### src/design/hfp_pkg.sv
// ----------------------------------------------------------------------------
// hfp_pkg
// Shared types, constants and Q1.31 arithmetic helpers for the HMM forward
// probability block.
// ----------------------------------------------------------------------------
package hfp_pkg;

  localparam logic [31:0] Q_ONE = 32'h8000_0000;

  typedef enum logic [1:0] {
    OP_OBSERVE    = 2'd0,
    OP_LOAD_TRANS = 2'd1,
    OP_LOAD_EMIT  = 2'd2,
    OP_LOAD_INIT  = 2'd3
  } op_t;

  // Control broadcast from the sequencer to every cell
  typedef struct packed {
    logic        load_trans;
    logic        load_emit;
    logic        load_init;
    logic [2:0]  row;
    logic [5:0]  col;
    logic [31:0] prob;
    logic        start;
    logic        first;
    logic [5:0]  symbol;
    logic        issue;
    logic        accum;
    logic        emit_mul;
    logic        shift;
  } cell_ctrl_t;

  // Q1.31 product, truncated
  function automatic logic [31:0] q_mul(input logic [31:0] a, input logic [31:0] b);
    logic [63:0] p;
    p = 64'(a) * 64'(b);
    return p[62:31];
  endfunction

  // Sum saturating at 1.0
  function automatic logic [31:0] q_add_sat(input logic [31:0] a, input logic [31:0] b);
    logic [32:0] s;
    s = {1'b0, a} + {1'b0, b};
    return (s > {1'b0, Q_ONE}) ? Q_ONE : s[31:0];
  endfunction

endpackage

### src/design/hfp_ram.sv
// ----------------------------------------------------------------------------
// hfp_ram
// Generic single-write, single-read RAM with registered read data.
// ----------------------------------------------------------------------------
module hfp_ram #(
  parameter int WIDTH = 32,
  parameter int DEPTH = 64
) (
  input  logic                     clk,
  input  logic                     wr_en,
  input  logic [$clog2(DEPTH)-1:0] wr_addr,
  input  logic [WIDTH-1:0]         wr_data,
  input  logic                     rd_en,
  input  logic [$clog2(DEPTH)-1:0] rd_addr,
  output logic [WIDTH-1:0]         rd_data
);

  logic [WIDTH-1:0] mem [DEPTH];

  always_ff @(posedge clk) begin
    if (wr_en) begin
      mem[wr_addr] <= wr_data;
    end
    if (rd_en) begin
      rd_data <= mem[rd_addr];
    end
  end

endmodule

### src/design/hfp_cell.sv
// ----------------------------------------------------------------------------
// hfp_cell
// One hidden state: holds its transition column, initial and emission
// probabilities, its alpha in the rotating ring, and a multiply-accumulate.
// ----------------------------------------------------------------------------
module hfp_cell #(
  parameter int N_STATES    = 8,
  parameter int NUM_SYMBOLS = 64,
  parameter int CELL_IDX    = 0
) (
  input  logic               clk,
  input  logic               rst_n,
  input  hfp_pkg::cell_ctrl_t ctrl,
  input  logic [31:0]        alpha_in,
  output logic [31:0]        alpha_out
);
  import hfp_pkg::*;

  localparam int ST_W  = $clog2(N_STATES);
  localparam int SYM_W = $clog2(NUM_SYMBOLS);

  logic [31:0]     trans_r [N_STATES];
  logic [31:0]     init_r;
  logic [31:0]     alpha_r, alpha_nxt;
  logic [31:0]     acc_r;
  logic [31:0]     prod_r;
  logic [ST_W-1:0] idx_r;
  logic            sym_ok_r;
  logic [31:0]     emit_data;
  logic [31:0]     emit_eff;
  logic [31:0]     mul_a, mul_b, mul_q;
  logic            trans_we, emit_we, init_we;

  assign trans_we = ctrl.load_trans && (32'(ctrl.col) == CELL_IDX) &&
                    (32'(ctrl.row) < N_STATES);
  assign emit_we  = ctrl.load_emit && (32'(ctrl.row) == CELL_IDX) &&
                    (32'(ctrl.col) < NUM_SYMBOLS);
  assign init_we  = ctrl.load_init && (32'(ctrl.row) == CELL_IDX);

  hfp_ram #(
    .WIDTH (32),
    .DEPTH (NUM_SYMBOLS)
  ) u_emit_ram (
    .clk     (clk),
    .wr_en   (emit_we),
    .wr_addr (SYM_W'(ctrl.col)),
    .wr_data (ctrl.prob),
    .rd_en   (ctrl.start),
    .rd_addr (SYM_W'(ctrl.symbol)),
    .rd_data (emit_data)
  );

  assign emit_eff = sym_ok_r ? emit_data : '0;

  // shared multiplier: alpha x transition during accumulation, emission x sum at the end
  assign mul_a = ctrl.emit_mul ? emit_eff : alpha_r;
  assign mul_b = ctrl.emit_mul ? acc_r    : trans_r[idx_r];
  assign mul_q = q_mul(mul_a, mul_b);

  always_comb begin
    alpha_nxt = alpha_r;
    if (ctrl.emit_mul) begin
      alpha_nxt = mul_q;
    end else if (ctrl.shift) begin
      alpha_nxt = alpha_in;
    end
  end

  always_ff @(posedge clk) begin
    if (!rst_n) begin
      alpha_r <= '0;
    end else begin
      alpha_r <= alpha_nxt;
    end
  end

  always_ff @(posedge clk) begin
    if (trans_we) begin
      trans_r[ST_W'(ctrl.row)] <= ctrl.prob;
    end
    if (init_we) begin
      init_r <= ctrl.prob;
    end
    if (ctrl.start) begin
      acc_r    <= ctrl.first ? init_r : '0;
      idx_r    <= ST_W'(CELL_IDX);
      sym_ok_r <= (32'(ctrl.symbol) < NUM_SYMBOLS);
    end else begin
      if (ctrl.accum) begin
        acc_r <= q_add_sat(acc_r, prod_r);
      end
      if (ctrl.issue) begin
        idx_r <= (32'(idx_r) == N_STATES - 1) ? '0 : idx_r + 1'b1;
      end
    end
    if (ctrl.issue) begin
      prod_r <= mul_q;
    end
  end

  assign alpha_out = alpha_r;

endmodule

### config.mk
export PLATFORM = sky130hd
export DESIGN_NAME = hfp_cell
export DESIGN_NICKNAME = d
export VERILOG_FILES = /design/src/design/hfp_pkg.sv /design/src/design/hfp_ram.sv /design/src/design/hfp_cell.sv
export SDC_FILE = /design/constraint.sdc
export NUM_CORES = 2
export LEC_CHECK = 0
export BUFFER_PORTS_ARGS = -buffer_cell sky130_fd_sc_hd__buf_2
export CORE_UTILIZATION = 46
export CTS_CLUSTER_DIAMETER = 30
export DETAILED_ROUTE_END_ITERATION = 6
export HOLD_SLACK_MARGIN = 0.02
export PLACE_DENSITY = 0.59
export SKIP_CTS_REPAIR_TIMING = 1
export SYNTH_ARGS = -nofsm -noshare
export SYNTH_HDL_FRONTEND = slang
export SYNTH_SLANG_ARGS = --single-unit
### constraint.sdc
create_clock -name clk -period 11.4 [get_ports clk]
set_clock_uncertainty 0.05 [all_clocks]
set_input_delay 1.14 -clock clk [delete_from_list [all_inputs] [get_ports clk]]
set_output_delay 1.14 -clock clk [all_outputs]
set_load 0.03 [all_outputs]
==> impl_metrics.csv <==
group,metric,value,unit
outcome,status,"complete, no violations",
timing,drv_slew,0,
routing,viasPerCell,5.790,
synth,syn_area,127500,µm²
routing,top_layer,"met5",
setup_path,cpPeakStageDelay,0.70,ns
grt,antenna_found_initial,23,
synth,synth_area_leader_cell,"edfxtp_1",
grt,grt_pass1_vias,75270,
floorplan,start_util,0.4644,
setup_path,cp-end-kind,"flop",
cts,cts-root-buf,"clkbuf_16",
routing,met3WireLength,26590,µm
timing,final-setup-viol-count,0,
floorplan,ios,122,
synth,synthCells,7778,
layout,design_area,148700,µm²
floorplan,die_h,528.5,µm
grt,grt_max_degree,117,
timing,period_minus_slack,10.67,ns
layout,drive_gt1_frac,0.2342,
routing,postRouteAntennaNets,0,
cts,clk_pin_slew,0.05,ns
routing,wl_met1,148100,µm
synth,synthDistinctLibCells,72,
floorplan,rows,192,
synth,ys_seq_area_frac,0.5787,
layout,fill_cells,21880,
min_path,worstHoldStart,"idx_r[2]",
timing,hold_viol_final,0,
place,gp_congestion,0.9980,
cts,cts_tree,"yes",
setup_path,reg2reg_slack,0.73,ns
place,hpwl,244500,µm
setup_path,cp_slowest_cell,"o21a_1",
routing,wl,366600,µm
min_path,min_path_type,"reg -> reg",
floorplan,dieArea,279300,µm²
timing,rsz0062_at_grt,"false",
synth,synth.top_cell.area_share,0.5727,
synth,yosysMostFrequentCell,"edfxtp_1",
place,dpl-instance-area,134200,µm²
cts,cts_buffers,417,
cts,clock-sinks,2470,
synth,synth_common_cells,"edfxtp_1, inv_1, fa_1, mux4_2, nor2_1",
job,maxCapViolCount,0,
place,port-buffer-count,121,
routing,vias,70920,
synth,yosys-top-cells-area,"edfxtp_1, fa_1, mux4_2, ha_1, inv_1",
timing,max_slew_margin,0.08412,
setup_path,arrival,11.19,ns
synth,synth_edf_count,2432,
routing,drc,0,
synth,synthArstFlopShare,0,
layout,post-route-util,0.5415,
setup_path,rr_worst_depth,29,
setup_path,cp-start-kind,"flop",
layout,fin_nets,9472,
routing,avgRoutedWirePerCell,29.94,µm
cts,cts_buffer_depth,4,
layout,syn2layout_area_growth,16.59,%
synth,yosys_register_bits,2470,
setup_path,cpMostUsedCell,"fa_1",
routing,drt_pre_antenna_iters,6,
grt,track_usage,0.2662,
synth,synth_flop_cell,"edfxtp_1",
setup_path,required,11.92,ns
timing,tightest_slew,1.347,ns
setup_path,crit_fanout,39,
timing,finalCritPeriodShare,0.9357,
routing,drt_iter0_drc,5932,
timing,setup-tns-final,0,ns
cts,htreeDepth,5,
min_path,min_path_cells,2,
floorplan,coreArea,274600,µm²
timing,max_freq,93.75,MHz
setup_path,path_class,"reg -> reg",
synth,synth_fp_nets,9051,
routing,route.met2.wl,178900,µm
floorplan,die_width,528.5,µm
synth,syn_area_per_cell,16.39,µm²
grt,grt_pass1_wl,530900,µm
setup_path,r2r_end,"prod_r[24]",
synth,yosysWarnings,0,
cts,clock_latency,0.89,ns
grt,overflow,0,
==> routing by layer <==
metal,up-vias,GRT usage
li1,29280,-
met1,38150,0.3566
met2,2828,0.4377
met3,642,0.04912
met4,14,0.09236
met5,-,0
==> registers in the layout, indices dropped and copies added (netlist names), named ones only <==
name / count
alpha_out: 32
init_r: 32
trans_r: 256
u_emit_ram.rd_data: 32
acc_r: 32
u_emit_ram.mem: 2048
idx_r: 3
prod_r: 32
==> area by class of cell <==
cell class	instances	area (µm²)	area share
clock buffer	457	10730	0.07220
timing repair buffer	394	2840	0.01910
antenna	8	20.02	0.0001347
tap	3686	4612	0.03102
clock inverter	316	3677	0.02473
multi-input combinational	4019	49630	0.3338
sequential	2470	73800	0.4964
inverter	897	3367	0.02265
==> worst max-delay path, delay by kind of cell (launching register included) <==
family                     cells  cell delay [ns]
and+or+nand+nor                2             0.21
adders and majority gates      9             4.47
xor gates and xnor gates       1             0.17
buffers and inverters          7             1.14
DFF                            1             0.58
AOI/OAI and AO/OA              8             2.76
muxes                          2             0.90
==> worst max-delay path by stage <==
stage	from	endpoint	slack [ns]	cells after the start
after floorplan	ctrl[1]	alpha_out[31]	1.91	25
after global placement	flop	prod_r[28]	1.03	29
after detailed placement	ctrl[1]	prod_r[24]	0.98	26
after CTS	flop	prod_r[24]	0.91	29
after global routing	flop	prod_r[24]	0.56	29
final	flop	prod_r[24]	0.73	29
==> cells by family after synthesis <==
| family | after synthesis | synth area share |
|---|---|---|
| compound gates | 430 | 0.02198 |
| xor+xnor | 66 | 0.004533 |
| fa+ha+maj | 1183 | 0.1688 |
| buf+inv | 1289 | 0.03808 |
| flops | 2470 | 0.5787 |
| mux | 874 | 0.1405 |
| simple gates | 1466 | 0.04744 |
==> layout by cell type, fill, tap and decap left out, types with 36 or more instances in the layout <==
| master | count |
|---|---|
| fa_1 | 895 |
| nor2_1 | 655 |
| bufinv_16 | 65 |
| mux2i_1 | 86 |
| clkinvlp_4 | 58 |
| edfxtp_1 | 2432 |
| nor2_4 | 70 |
| mux2_2 | 36 |
| buf_4 | 263 |
| buf_2 | 115 |
| a21oi_1 | 112 |
| nand2_1 | 514 |
| clkinv_2 | 60 |
| o21ai_0 | 70 |
| clkbuf_16 | 424 |
| clkinv_1 | 54 |
| mux4_2 | 729 |
| inv_1 | 896 |
| ha_1 | 288 |
| xnor2_1 | 46 |
==> stage by stage <==
stage               hold WS (ns)  std cells  setup WS (ns)
finish                    0.4683      12250         0.7334
global route              0.4866      12240         0.5563
CTS                       0.4735      12240         0.9099
detailed placement        0.4771      11470         0.9795
global placement          0.4713      11470          1.026
floorplan                 0.4397       7778          1.907
Power is left out: the tool's default activity adds up to more than one toggle a clock period on the data nets, which glitch-free logic cannot reach.
